[config.mk]
export PLATFORM = sky130hd
export DESIGN_NAME = periodic_gap_frame_dropper
export DESIGN_NICKNAME = d
export VERILOG_FILES = /design/src/design/pgfd_pkg.sv /design/src/design/pgfd_cell.sv /design/src/design/periodic_gap_frame_dropper.sv
export VERILOG_INCLUDE_DIRS = /design/src /design/src/design
export SDC_FILE = /design/constraint.sdc
export NUM_CORES = 2
export LEC_CHECK = 0
export ABC_AREA = 0
export BUFFER_PORTS_ARGS = -buffer_cell sky130_fd_sc_hd__buf_2
export CAP_MARGIN = 30
export CORE_MARGIN = 2
export CORE_UTILIZATION = 60
export CTS_CLUSTER_DIAMETER = 100
export CTS_CLUSTER_SIZE = 28
export DETAILED_ROUTE_END_ITERATION = 12
export PLACE_DENSITY = 0.77
export SYNTH_ARGS = -nofsm -noshare
export SYNTH_HDL_FRONTEND = slang
export SYNTH_SLANG_ARGS = --single-unit
export TNS_END_PERCENT = 1
[constraint.sdc]
create_clock -name clk -period 16.3 [get_ports clk]
set_input_delay 1.63 -clock clk [delete_from_list [all_inputs] [get_ports clk]]
set_output_delay 1.63 -clock clk [all_outputs]
set_load 0.02 [all_outputs]
[src/design/periodic_gap_frame_dropper_defines.svh]
// Assertion macros used by the top-level design file.
`ifndef PERIODIC_GAP_FRAME_DROPPER_DEFINES_SVH
`define PERIODIC_GAP_FRAME_DROPPER_DEFINES_SVH

`ifndef NO_ASSERTIONS
// Checked on every clock edge outside reset.
`define PGFD_ASSERT(lbl, clk, rst_n, prop) \
    lbl: assert property (@(posedge clk) disable iff (!rst_n) prop) \
        else $error("pgfd assertion failed");
// Checked on every clock edge, reset included.
`define PGFD_ASSERT_ALWAYS(lbl, clk, prop) \
    lbl: assert property (@(posedge clk) prop) \
        else $error("pgfd assertion failed");
`else
`define PGFD_ASSERT(lbl, clk, rst_n, prop)
`define PGFD_ASSERT_ALWAYS(lbl, clk, prop)
`endif

`endif

[src/design/pgfd_pkg.sv]
package pgfd_pkg;

    localparam int TRACK_ENTRIES  = 16;
    localparam int DATA_TYPE_CODE = 1;

    localparam logic [1:0] REG_TARGET_TERM    = 2'd0;
    localparam logic [1:0] REG_GAP_RADIX_BITS = 2'd1;
    localparam logic [1:0] REG_GAP_LENGTH     = 2'd2;
    localparam logic [1:0] REG_GAP_COUNT      = 2'd3;

    typedef enum logic [1:0] {
        S_IDLE,
        S_LOOK,
        S_JUDGE,
        S_EMIT
    } pgfd_state_t;

    // handed from cell to cell along the table
    typedef struct packed {
        logic hit;
        logic free_seen;
    } pgfd_chain_t;

    // broadcast to every cell
    typedef struct packed {
        logic        alloc_en;
        logic [30:0] alloc_offset;
        logic        upd_en;
        logic [31:0] upd_value;
    } pgfd_cell_ctrl_t;

endpackage

[src/design/pgfd_cell.sv]
module pgfd_cell (
    input  logic                     clk,
    input  logic                     rst_n,
    input  logic [63:0]              key,
    input  pgfd_pkg::pgfd_cell_ctrl_t ctrl,
    input  logic                     sel,
    input  pgfd_pkg::pgfd_chain_t    chain_in,
    output pgfd_pkg::pgfd_chain_t    chain_out,
    output logic                     hit,
    output logic                     claim,
    output logic [31:0]              track_offset
);

    logic        used_reg;
    logic        used_next;
    logic [63:0] key_reg;
    logic [31:0] track_reg;

    assign hit                 = used_reg && (key_reg == key);
    assign chain_out.hit       = chain_in.hit | hit;
    assign chain_out.free_seen = chain_in.free_seen | !used_reg;
    // used cells form a prefix, so the first free cell takes a new key
    assign claim               = ctrl.alloc_en && !used_reg && !chain_in.free_seen;
    assign track_offset        = track_reg;
    assign used_next           = used_reg | claim;

    always_ff @(posedge clk or negedge rst_n)
    begin
        if (!rst_n)
        begin
            used_reg <= 1'b0;
        end
        else
        begin
            used_reg <= used_next;
        end
    end

    always_ff @(posedge clk)
    begin
        if (claim)
        begin
            key_reg   <= key;
            track_reg <= {1'b0, ctrl.alloc_offset};
        end
        else if (ctrl.upd_en && sel)
        begin
            track_reg <= ctrl.upd_value;
        end
    end

endmodule

[src/design/periodic_gap_frame_dropper.sv]
// Periodic gap frame dropper: one drop flag per received frame header.
// Input channel (in_valid/in_ready) carries one header item; output channel
// (out_valid/out_ready) returns its drop flag, in order, one per item.
// Configuration is written through cfg_we/cfg_index/cfg_data; the user writes
// it only while idle, and the block itself does not enforce this.
// After an item is accepted it passes through table lookup along the chain
// of tracking cells, gap judgment with the tracking update, then the result
// load. The block holds one item at a time and takes no new item until the
// last one's flag is loaded; a stalled output holds up that load.
// While out_ready is low the flag waits in the output register, the next
// item is still taken and waits at the end of its judgment.
// Reset clears the configuration registers to zero and empties the table
// at once through the per-cell used bits; no clearing pass is needed.
module periodic_gap_frame_dropper (
    input  logic               clk,
    input  logic               rst_n,
    input  logic               cfg_we,
    input  logic [1:0]         cfg_index,
    input  logic [31:0]        cfg_data,
    input  logic               in_valid,
    output logic               in_ready,
    input  logic [15:0]        frame_type,
    input  logic signed [31:0] frame_term,
    input  logic [30:0]        frame_offset,
    input  logic signed [31:0] stream_number,
    input  logic signed [31:0] session_number,
    input  logic [15:0]        frame_length,
    output logic               out_valid,
    input  logic               out_ready,
    output logic               drop
);

`include "periodic_gap_frame_dropper_defines.svh"

    localparam int N = pgfd_pkg::TRACK_ENTRIES;

    pgfd_pkg::pgfd_state_t state_reg, state_next;

    logic [31:0] target_term_reg;
    logic [4:0]  radix_bits_reg;
    logic [30:0] gap_length_reg;
    logic [15:0] gap_count_reg;

    logic [15:0] type_reg;
    logic [31:0] term_reg;
    logic [30:0] offset_reg;
    logic [63:0] key_reg;
    logic [15:0] length_reg;

    logic         qual_reg;
    logic         have_reg;
    logic [N-1:0] sel_reg;
    logic [31:0]  track_reg;
    logic         res_reg;
    logic         out_valid_reg;
    logic         drop_reg;

    logic accept, look_en, judge_en, emit_en;

    pgfd_pkg::pgfd_chain_t   chain [N+1];
    pgfd_pkg::pgfd_cell_ctrl_t ctrl;
    logic [N-1:0]  hit_vec;
    logic [N-1:0]  claim_vec;
    logic [31:0]   cell_track [N];
    logic [31:0]   track_mux;

    logic [46:0] count_shifted;
    logic [47:0] last_limit;
    logic        qual_now;

    logic [31:0] radix;
    logic [30:0] mask;
    logic [30:0] prev_gap;
    logic [31:0] prev_end;
    logic [32:0] next_gap;
    logic [33:0] next_end;
    logic [31:0] frame_end;
    logic        cond_boundary, cond_prev, cond_next, behind, res_next;

    // ---------------- control ----------------
    always_comb
    begin
        state_next = state_reg;
        unique case (state_reg)
            pgfd_pkg::S_IDLE:  if (in_valid) state_next = pgfd_pkg::S_LOOK;
            pgfd_pkg::S_LOOK:  state_next = pgfd_pkg::S_JUDGE;
            pgfd_pkg::S_JUDGE: state_next = pgfd_pkg::S_EMIT;
            pgfd_pkg::S_EMIT:  if (!out_valid_reg || out_ready) state_next = pgfd_pkg::S_IDLE;
            default:           state_next = pgfd_pkg::S_IDLE;
        endcase
    end

    always_comb
    begin
        in_ready = 1'b0;
        look_en  = 1'b0;
        judge_en = 1'b0;
        emit_en  = 1'b0;
        unique case (state_reg)
            pgfd_pkg::S_IDLE:  in_ready = 1'b1;
            pgfd_pkg::S_LOOK:  look_en  = 1'b1;
            pgfd_pkg::S_JUDGE: judge_en = 1'b1;
            pgfd_pkg::S_EMIT:  emit_en  = !out_valid_reg || out_ready;
            default:           in_ready = 1'b0;
        endcase
    end

    assign accept = in_valid && in_ready;

    always_ff @(posedge clk or negedge rst_n)
    begin
        if (!rst_n)
        begin
            state_reg <= pgfd_pkg::S_IDLE;
        end
        else
        begin
            state_reg <= state_next;
        end
    end

    // ---------------- configuration ----------------
    always_ff @(posedge clk or negedge rst_n)
    begin
        if (!rst_n)
        begin
            target_term_reg <= '0;
            radix_bits_reg  <= '0;
            gap_length_reg  <= '0;
            gap_count_reg   <= '0;
        end
        else if (cfg_we)
        begin
            unique case (cfg_index)
                pgfd_pkg::REG_TARGET_TERM:    target_term_reg <= cfg_data;
                pgfd_pkg::REG_GAP_RADIX_BITS: radix_bits_reg  <= cfg_data[4:0];
                pgfd_pkg::REG_GAP_LENGTH:     gap_length_reg  <= cfg_data[30:0];
                pgfd_pkg::REG_GAP_COUNT:      gap_count_reg   <= cfg_data[15:0];
                default:                      target_term_reg <= target_term_reg;
            endcase
        end
    end

    // ---------------- capture ----------------
    always_ff @(posedge clk)
    begin
        if (accept)
        begin
            type_reg   <= frame_type;
            term_reg   <= frame_term;
            offset_reg <= frame_offset;
            key_reg    <= {stream_number, session_number};
            length_reg <= frame_length;
        end
    end

    // ---------------- lookup ----------------
    assign count_shifted = {31'd0, gap_count_reg} << radix_bits_reg;
    assign last_limit    = {1'b0, count_shifted} + {17'd0, gap_length_reg};
    assign qual_now      = (type_reg == 16'(pgfd_pkg::DATA_TYPE_CODE))
                        && (term_reg == target_term_reg)
                        && ({17'd0, offset_reg} <= last_limit);

    assign chain[0] = '{hit: 1'b0, free_seen: 1'b0};

    assign ctrl.alloc_en     = look_en && qual_now && !chain[N].hit;
    assign ctrl.alloc_offset = offset_reg;
    assign ctrl.upd_en       = judge_en && res_next;
    assign ctrl.upd_value    = frame_end;

    for (genvar i = 0; i < N; i++)
    begin : g_cell
        pgfd_cell u_cell (
            .clk          (clk),
            .rst_n        (rst_n),
            .key          (key_reg),
            .ctrl         (ctrl),
            .sel          (sel_reg[i]),
            .chain_in     (chain[i]),
            .chain_out    (chain[i+1]),
            .hit          (hit_vec[i]),
            .claim        (claim_vec[i]),
            .track_offset (cell_track[i])
        );
    end

    always_comb
    begin
        track_mux = '0;
        for (int i = 0; i < N; i++)
        begin
            track_mux = track_mux | (cell_track[i] & {32{hit_vec[i]}});
        end
    end

    always_ff @(posedge clk)
    begin
        if (look_en)
        begin
            qual_reg  <= qual_now;
            have_reg  <= chain[N].hit || chain[N].free_seen;
            sel_reg   <= hit_vec | claim_vec;
            track_reg <= chain[N].hit ? track_mux : {1'b0, offset_reg};
        end
    end

    // ---------------- judgment ----------------
    assign radix     = 32'd1 << radix_bits_reg;
    assign mask      = 31'(radix - 32'd1);
    assign prev_gap  = offset_reg & ~mask;
    assign prev_end  = {1'b0, prev_gap} + {1'b0, gap_length_reg};
    assign next_gap  = {2'b0, prev_gap} + {1'b0, radix};
    assign next_end  = {1'b0, next_gap} + {3'b0, gap_length_reg};
    assign frame_end = {1'b0, offset_reg} + {16'd0, length_reg};

    assign cond_boundary = (offset_reg != '0) && ((offset_reg & mask) == '0);
    assign cond_prev     = (prev_gap != '0) && ({1'b0, offset_reg} < prev_end);
    assign cond_next     = ({1'b0, frame_end} > next_gap)
                        && ({3'b0, offset_reg} < next_end);
    assign behind        = track_reg > {1'b0, offset_reg};
    assign res_next      = qual_reg && have_reg && !behind
                        && (cond_boundary || cond_prev || cond_next);

    always_ff @(posedge clk)
    begin
        if (judge_en)
        begin
            res_reg <= res_next;
        end
    end

    // ---------------- result ----------------
    always_ff @(posedge clk or negedge rst_n)
    begin
        if (!rst_n)
        begin
            out_valid_reg <= 1'b0;
        end
        else if (emit_en)
        begin
            out_valid_reg <= 1'b1;
        end
        else if (out_ready)
        begin
            out_valid_reg <= 1'b0;
        end
    end

    always_ff @(posedge clk)
    begin
        if (emit_en)
        begin
            drop_reg <= res_reg;
        end
    end

    assign out_valid = out_valid_reg;
    assign drop      = drop_reg;

    `PGFD_ASSERT(a_accept_to_look, clk, rst_n, accept |=> (state_reg == pgfd_pkg::S_LOOK))
    `PGFD_ASSERT(a_sel_onehot, clk, rst_n, (state_reg == pgfd_pkg::S_JUDGE) |-> $onehot0(sel_reg))
    `PGFD_ASSERT(a_single_claim, clk, rst_n, $onehot0(claim_vec))
    `PGFD_ASSERT(a_drop_has_entry, clk, rst_n, (judge_en && res_next) |-> (have_reg && qual_reg))
    `PGFD_ASSERT_ALWAYS(a_emit_gated, clk, emit_en |-> (!out_valid_reg || out_ready))

endmodule

# Word level (Yosys, flattened, before mapping)
# Cells that the tools add are included.
# word_totals
ff_bits	1850
inputBits	198
out_inout_bits	3
wordCells	383
# classes
n_addsub	6
n_lt_le_gt_ge	5
eq_ne	26
n_shift	2
mux	42
bitwise_logic	81
reduce_logical	139
# op_table
operator	count
64-bit == test	16
31-bit two-way mux	33
32-bit bitwise AND	16
32-bit bitwise OR	15
1-bit logical AND	75
31-bit bitwise AND	2
31-bit nonzero test	2
47-bit by 31-bit adder with 48-bit output	1
31-bit by 48-bit <= comparator with 1-bit output	1
16-bit by 5-bit left shift with 47-bit output	1
1-bit bitwise OR	46
33-bit by 31-bit adder with 34-bit output	1
31-bit by 34-bit less-than comparator with 1-bit output	1
2-bit nonzero test	17
31-bit by 32-bit adder with 33-bit output	1
32-bit by 33-bit greater-than comparator with 1-bit output	1
1-bit zero test	33
31-bit by 16-bit adder with 32-bit output	1
31-bit by 31-bit adder with 32-bit output	1
32-bit == test	1
32-bit by 31-bit greater-than comparator with 1-bit output	1
31-bit by 32-bit less-than comparator with 1-bit output	1
1-bit by 5-bit left shift with 32-bit output, first input constant	1
31-bit zero test	1
13 further kinds	32

# Logic depth before layout (Yosys ltp)
# depth
word_depth	22
depth_mapped	51
ltp_nobuf	43

# Cells and area by module
# Synthesis repeated with hierarchy kept, for this count alone.
# hier_totals
cells_unflattened	6855
hier_area_um2	93113.1
# by_module_without_submodules
module	n_inst	cells_each	area_each_um2	seq_area_each_um2
pgfd_cell	16	248	4115.2	2897.8
periodic_gap_frame_dropper	1	2887	27269.9	8513.2

# Worst setup path before layout
# Ideal clock, no wire load.
# synth_path
path_kind	register to register
start	register radix_bits_reg[1]
end	register sel_reg[10] (data pin)
setup_ns	0.184
t_arrival_ns	14.203
slack_ns	1.914
stages_incl_launch_ff	42
path_cell_list	dfrtp_1 > buf_4 > buf_6 > buf_4 > buf_6 > buf_6 > buf_2 > buf_2 > buf_1 > mux2i_1 > nor2_1 > a21o_1 > mux2i_1 > nor2_1 > ha_1 > a211oi_1 > o211ai_1 > a41oi_1 > (+6 left out) > a311o_1 > a21o_1 > a21o_1 > xnor2_1 > ha_1 > nand4_1 > nor4_1 > and4_1 > nor4_1 > nand4_1 > nor4_1 > and4_1 > nand4_1 > buf_2 > buf_2 > nor2_2 > nor4b_1 > or2_2
# synth_between
elab_chain_len	9
# synth_lines
element	line	rtl
from (decl)	periodic_gap_frame_dropper.sv:40	logic [4:0] radix_bits_reg;
from (signal assigned)	periodic_gap_frame_dropper.sv:136	pgfd_pkg::REG_GAP_RADIX_BITS: radix_bits_reg <= cfg_data[4:0];
16-bit by 5-bit left shift with 47-bit output	periodic_gap_frame_dropper.sv:158	assign count_shifted = {31'd0, gap_count_reg} << radix_bits_reg;
47-bit by 31-bit adder with 48-bit output	periodic_gap_frame_dropper.sv:159	assign last_limit = {1'b0, count_shifted} + {17'd0, gap_length_reg};
31-bit by 48-bit <= comparator with 1-bit output	periodic_gap_frame_dropper.sv:162	&& ({17'd0, offset_reg} <= last_limit);
1-bit logical AND	periodic_gap_frame_dropper.sv:162	
1-bit logical AND (2 in a row)	periodic_gap_frame_dropper.sv:166	assign ctrl.alloc_en = look_en && qual_now && !chain[N].hit;
1-bit logical AND (2 in a row)	pgfd_cell.sv:23	assign claim = ctrl.alloc_en && !used_reg && !chain_in.free_seen;
named net g_cell[10].u_cell.claim	pgfd_cell.sv:10	output logic claim,
16-bit bitwise OR	periodic_gap_frame_dropper.sv:202	sel_reg <= hit_vec | claim_vec;
to (signal assigned)	periodic_gap_frame_dropper.sv:202	
to (decl)	periodic_gap_frame_dropper.sv:52	logic [N-1:0] sel_reg;
# The timed path passes the listed nets, and every way through them passes these cells.
# A chain may end at the register's enable or synchronous reset.

# Worst setup path after layout
# layout_path
start	register radix_bits_reg[0]
end	register g_cell[3].u_cell.track_reg[14], enable pin
# layout_between
elab_chain_len	13
word_cells_on_any_way	30
# layout_lines
element	line	rtl
1-bit by 5-bit left shift with 32-bit output	periodic_gap_frame_dropper.sv:208	assign radix = 32'd1 << radix_bits_reg;
31-bit by 1-bit subtractor with 31-bit output	periodic_gap_frame_dropper.sv:209	assign mask = 31'(radix - 32'd1);
31-bit inverter	periodic_gap_frame_dropper.sv:210	assign prev_gap = offset_reg & ~mask;
31-bit bitwise AND	periodic_gap_frame_dropper.sv:210	
31-bit by 32-bit adder with 33-bit output / 31-bit by 31-bit adder with 32-bit output (equally long branches)	periodic_gap_frame_dropper.sv:212, periodic_gap_frame_dropper.sv:211	
33-bit by 31-bit adder with 34-bit output / 31-bit by 32-bit less-than comparator with 1-bit output (equally long branches)	periodic_gap_frame_dropper.sv:213, periodic_gap_frame_dropper.sv:217	
31-bit by 34-bit less-than comparator with 1-bit output / 1-bit logical AND (equally long branches)	periodic_gap_frame_dropper.sv:219, periodic_gap_frame_dropper.sv:217	
1-bit logical AND / 1-bit logical OR (equally long branches)	periodic_gap_frame_dropper.sv:219, periodic_gap_frame_dropper.sv:222	
1-bit logical OR	periodic_gap_frame_dropper.sv:222	&& (cond_boundary || cond_prev || cond_next);
1-bit logical AND	periodic_gap_frame_dropper.sv:222	
1-bit logical AND	periodic_gap_frame_dropper.sv:168	assign ctrl.upd_en = judge_en && res_next;
1-bit logical AND	pgfd_cell.sv:46	else if (ctrl.upd_en && sel)
2-bit nonzero test (no source line) *	n/a	
to (signal assigned)	pgfd_cell.sv:44	track_reg <= {1'b0, ctrl.alloc_offset};
to (signal assigned)	pgfd_cell.sv:48	track_reg <= ctrl.upd_value;
to (decl)	pgfd_cell.sv:17	logic [31:0] track_reg;
# Every way passes the cells marked *; elsewhere a longest branch is shown, timed or not.

==> flow_metrics.py <==
metrics = {
    "outcome": {
        "outcome": "finished, final reports clean",
    },
    "logic_synthesis": {
        "postSynthCellCount": 7273,
        "combinational_family_with_the_most_area_after_synthesis": "XOR/XNOR gates",
        "post_synth_instance_area_um2": 93100,
        "netlist.area_leader.share": 0.558,
        "post_synth.cell_area_avg_um2": 12.8,
        "yosysSeqAreaShare": 0.589,
        "yosys-mux-area-fraction": 0.0405,
        "synth_edf_count": 1731,
        "ys_dominant_reg_cell": "sky130_fd_sc_hd__edfxtp_1",
        "synth.area.top_cells": "sky130_fd_sc_hd__edfxtp_1, sky130_fd_sc_hd__xnor2_1, sky130_fd_sc_hd__ha_1",
        "synth_top_cell_by_area": "sky130_fd_sc_hd__edfxtp_1",
        "synth_area_in_xor_xnor": 0.111,
        "yosysWarnings": 0,
        "async_reset_ff_frac": 0.0557,
        "syn_nets": 7761,
        "postSynthRegisterBits": 1850,
        "synth_compound_area_frac": 0.100,
        "ys_types": 105,
        "adder_cell_fraction_of_synth_area": 0.0393,
        "post_synth_and_or_nand_nor_area_fraction": 0.0900,
    },
    "floorplan": {
        "chipHeight_um": 398,
        "coreArea_um2": 154000,
        "die_w_um": 398,
        "floorplan.die_area_um2": 158000,
        "floorplan.rows": 144,
        "floorplan.io_pins": 201,
        "floorplan.initialDensity": 0.605,
    },
    "clocking": {
        "clock_tree.root_cell": "sky130_fd_sc_hd__clkbuf_16",
        "htreeDepth": 3,
        "insertion_delay_ps": 800,
        "tritoncts": "built",
        "cts_setup_buffers": 0,
        "numClockSinks": 1850,
        "cts_hold_repair.buffers": 0,
        "path_clk_slew_ps": 120,
        "clk_path_buf_depth": 3,
        "ctsResizeCount": 0,
        "numCtsBuffers": 82,
    },
    "worst_setup_path": {
        "rr_endpoint": "g_cell[3].u_cell.track_offset[14]",
        "timing_worst_setup_path_type": "flip-flop to flip-flop",
        "timing.critical_path.from_type": "flip-flop",
        "cp-end-kind": "flip-flop",
        "required_ps": 16720,
        "cp_slowest_stage_delay_ps": 700,
        "worst-path-max-fanout": 32,
        "crit-reg2reg-launch": "radix_bits_reg[0]",
        "worstRegToRegCells": 39,
        "reg2reg_setup_slack_ps": 5280,
        "cpMaxStageDelayCell": "sky130_fd_sc_hd__nor4b_1",
        "critPathArrivalTime_ps": 11440,
    },
    "drt": {
        "detailroute.via_count": 66700,
        "totalWireLength_mm": 322,
        "avgRoutedWirePerCell_um": 33.9,
        "drt_pass1_iterations": 9,
        "avgViaCountPerCell": 7.03,
        "first_iter_violations": 11000,
        "final_antenna_net_count": 0,
        "drc_errors": 0,
    },
    "power": {
        "power.static_leakage_nw": 34.3,
        "power.share.clock": 0.197,
        "p_sw_frac": 0.363,
        "power_density_nw_per_um2": 130,
        "irDropWorstVdd_uv": 140,
        "power_switching_mw": 4.71,
        "internal_power_mw": 8.27,
        "pwr-share-comb": 0.345,
        "p_seq_frac": 0.458,
    },
    "final_layout": {
        "layout_commonest_cell": "sky130_fd_sc_hd__edfxtp_1",
        "largest_reg_flops": 1024,
        "mostFrequentLayoutCells": "sky130_fd_sc_hd__edfxtp_1, sky130_fd_sc_hd__xnor2_1, sky130_fd_sc_hd__nand2_1, sky130_fd_sc_hd__xor2_1, sky130_fd_sc_hd__o21ai_0",
        "layout.core_utilization": 0.649,
        "drive_above_1_share": 0.125,
        "areaGrowthSynthToFinish_pct": 7.31,
        "final_net_count": 7882,
    },
    "timing": {
        "fmax_ghz": 0.0907,
        "rsz0062_at_grt": "false",
        "timing.max_slew.rel_slack": 0.249,
        "timing_worst_slew_pin_value_ps": 1120,
        "shortest_period_the_worst_path_allows_ps": 11020,
        "setup_tns_ps": 0,
        "slew_viol_final": 0,
        "hold_ws_ps": 459,
        "setup_viol": 0,
        "final_period_utilization": 0.676,
        "timing.final.hold_violations": 0,
        "clock-skew-final_ps": 80.9,
    },
    "min_path": {
        "hold_start": "key_reg[56]",
        "worst_hold_endpoint": "g_cell[15].u_cell.key_reg[56]",
        "hp-class": "flip-flop to flip-flop",
        "min_delay_path_depth": 0,
    },
    "place": {
        "dp_hpwl_mm": 214,
        "io_buffer_count": 200,
        "gp_routability_congestion": 1.08,
    },
    "grt": {
        "grt.total_usage": 0.402,
        "grt.overflow.total": 0,
        "grt_pass1_vias": 63000,
        "antenna_found_initial": 30,
        "grt_pass1_wl_mm": 453,
        "grt_start_max_net_pins": 66,
    },
    "flow_run": {
        "max_cap_violations": 0,
    },
}
stage by stage:
| step | power [mW] | instances | setup slack [ps] | instance area (um2) |
|---|---|---|---|---|
| finish | 13.0 | 9498 | 5280 | 99900 |
| global route | 13.4 | 9485 | 4670 | 99900 |
| CTS | 12.8 | 9484 | 5620 | 99900 |
| detailed placement | 10.3 | 9353 | 5650 | 97300 |
| global placement | 10.2 | 9341 | 5410 | 97100 |
| floorplan | 8.76 | 7273 | 1910 | 93100 |
Yosys cell counts, types with 102 or more instances:
cell type,number
sky130_fd_sc_hd__edfxtp_1,1731
sky130_fd_sc_hd__nand2b_1,133
sky130_fd_sc_hd__nand4_1,229
sky130_fd_sc_hd__nor4_1,168
sky130_fd_sc_hd__nand2_1,473
sky130_fd_sc_hd__mux2_2,208
sky130_fd_sc_hd__inv_1,210
sky130_fd_sc_hd__a22o_1,133
sky130_fd_sc_hd__o21ai_0,326
sky130_fd_sc_hd__nand3_1,102
sky130_fd_sc_hd__a21oi_1,220
sky130_fd_sc_hd__clkbuf_1,249
sky130_fd_sc_hd__a221oi_1,140
sky130_fd_sc_hd__buf_2,127
sky130_fd_sc_hd__nor2_1,225
sky130_fd_sc_hd__xor2_1,353
sky130_fd_sc_hd__dfrtp_1,103
sky130_fd_sc_hd__ha_1,286
sky130_fd_sc_hd__xnor2_1,829
kinds of logic (layout without fill, tap and decap cells):
group	count (synthesis)	in the layout
DFF	1850	1850
and+or+nand+nor	1628	1628
AOI/OAI and AO/OA	1353	1353
xor gates and xnor gates	1182	1182
buffers and inverters	651	819
muxes	319	319
adders and majority gates	290	290
other	0	13
layer usage:
metal,GRT usage,part of all wire
met1,0.553,0.36
met2,0.580,0.42
met3,0.111,0.15
met4,0.220,0.067
met5,0,0.00027
how the worst max path moves through the flow:
| stage | startpoint | to | slack [ps] | cells after the start |
|---|---|---|---|---|
| 2_1_floorplan | radix_bits_reg[1] | sel_reg[10] | 1910 | 41 |
| 3_3_place_gp | radix_bits_reg[0] | g_cell[12].u_cell.track_offset[22] | 5410 | 40 |
| 3_5_place_dp | radix_bits_reg[0] | g_cell[12].u_cell.track_offset[24] | 5650 | 41 |
| 4_1_cts | radix_bits_reg[0] | g_cell[12].u_cell.track_offset[21] | 5620 | 41 |
| 5_1_grt | radix_bits_reg[0] | g_cell[12].u_cell.track_offset[24] | 4670 | 41 |
| 6_report | radix_bits_reg[0] | g_cell[3].u_cell.track_offset[14] | 5280 | 39 |
worst max-delay path, delay by kind of cell (launching register included):
family | cells | cell delay, ps
AO/OA/AOI/OAI | 20 | 5090
AND/OR/NAND/NOR | 10 | 2290
adder cells (fa/ha/maj) | 4 | 1140
buffers and inverters | 3 | 1060
flip-flops | 1 | 620
XOR/XNOR | 2 | 380
power by group through the flow:
stage / sequential (mW) / clock [mW] / combinational (mW)
after detailed placement: 6.04 / 0 / 4.30
after CTS: 5.93 / 2.54 / 4.32
after global placement: 6.03 / 0 / 4.18
after floorplan: 6.02 / 0 / 2.74
after global routing: 5.96 / 2.69 / 4.74
final: 5.95 / 2.55 / 4.48
final cells by class:
type / count / area (um2)
Antenna cell: 13 / 32.5
Inverter: 225 / 847
Multi-Input combinational cell: 4772 / 36000
Fill cell: 11300 / 54100
Clock inverter: 18 / 408
Tap cell: 2044 / 2560
Clock buffer: 113 / 2170
Timing Repair Buffer: 463 / 3060
Sequential cell: 1850 / 54900
(Power assumes the default switching activity.)
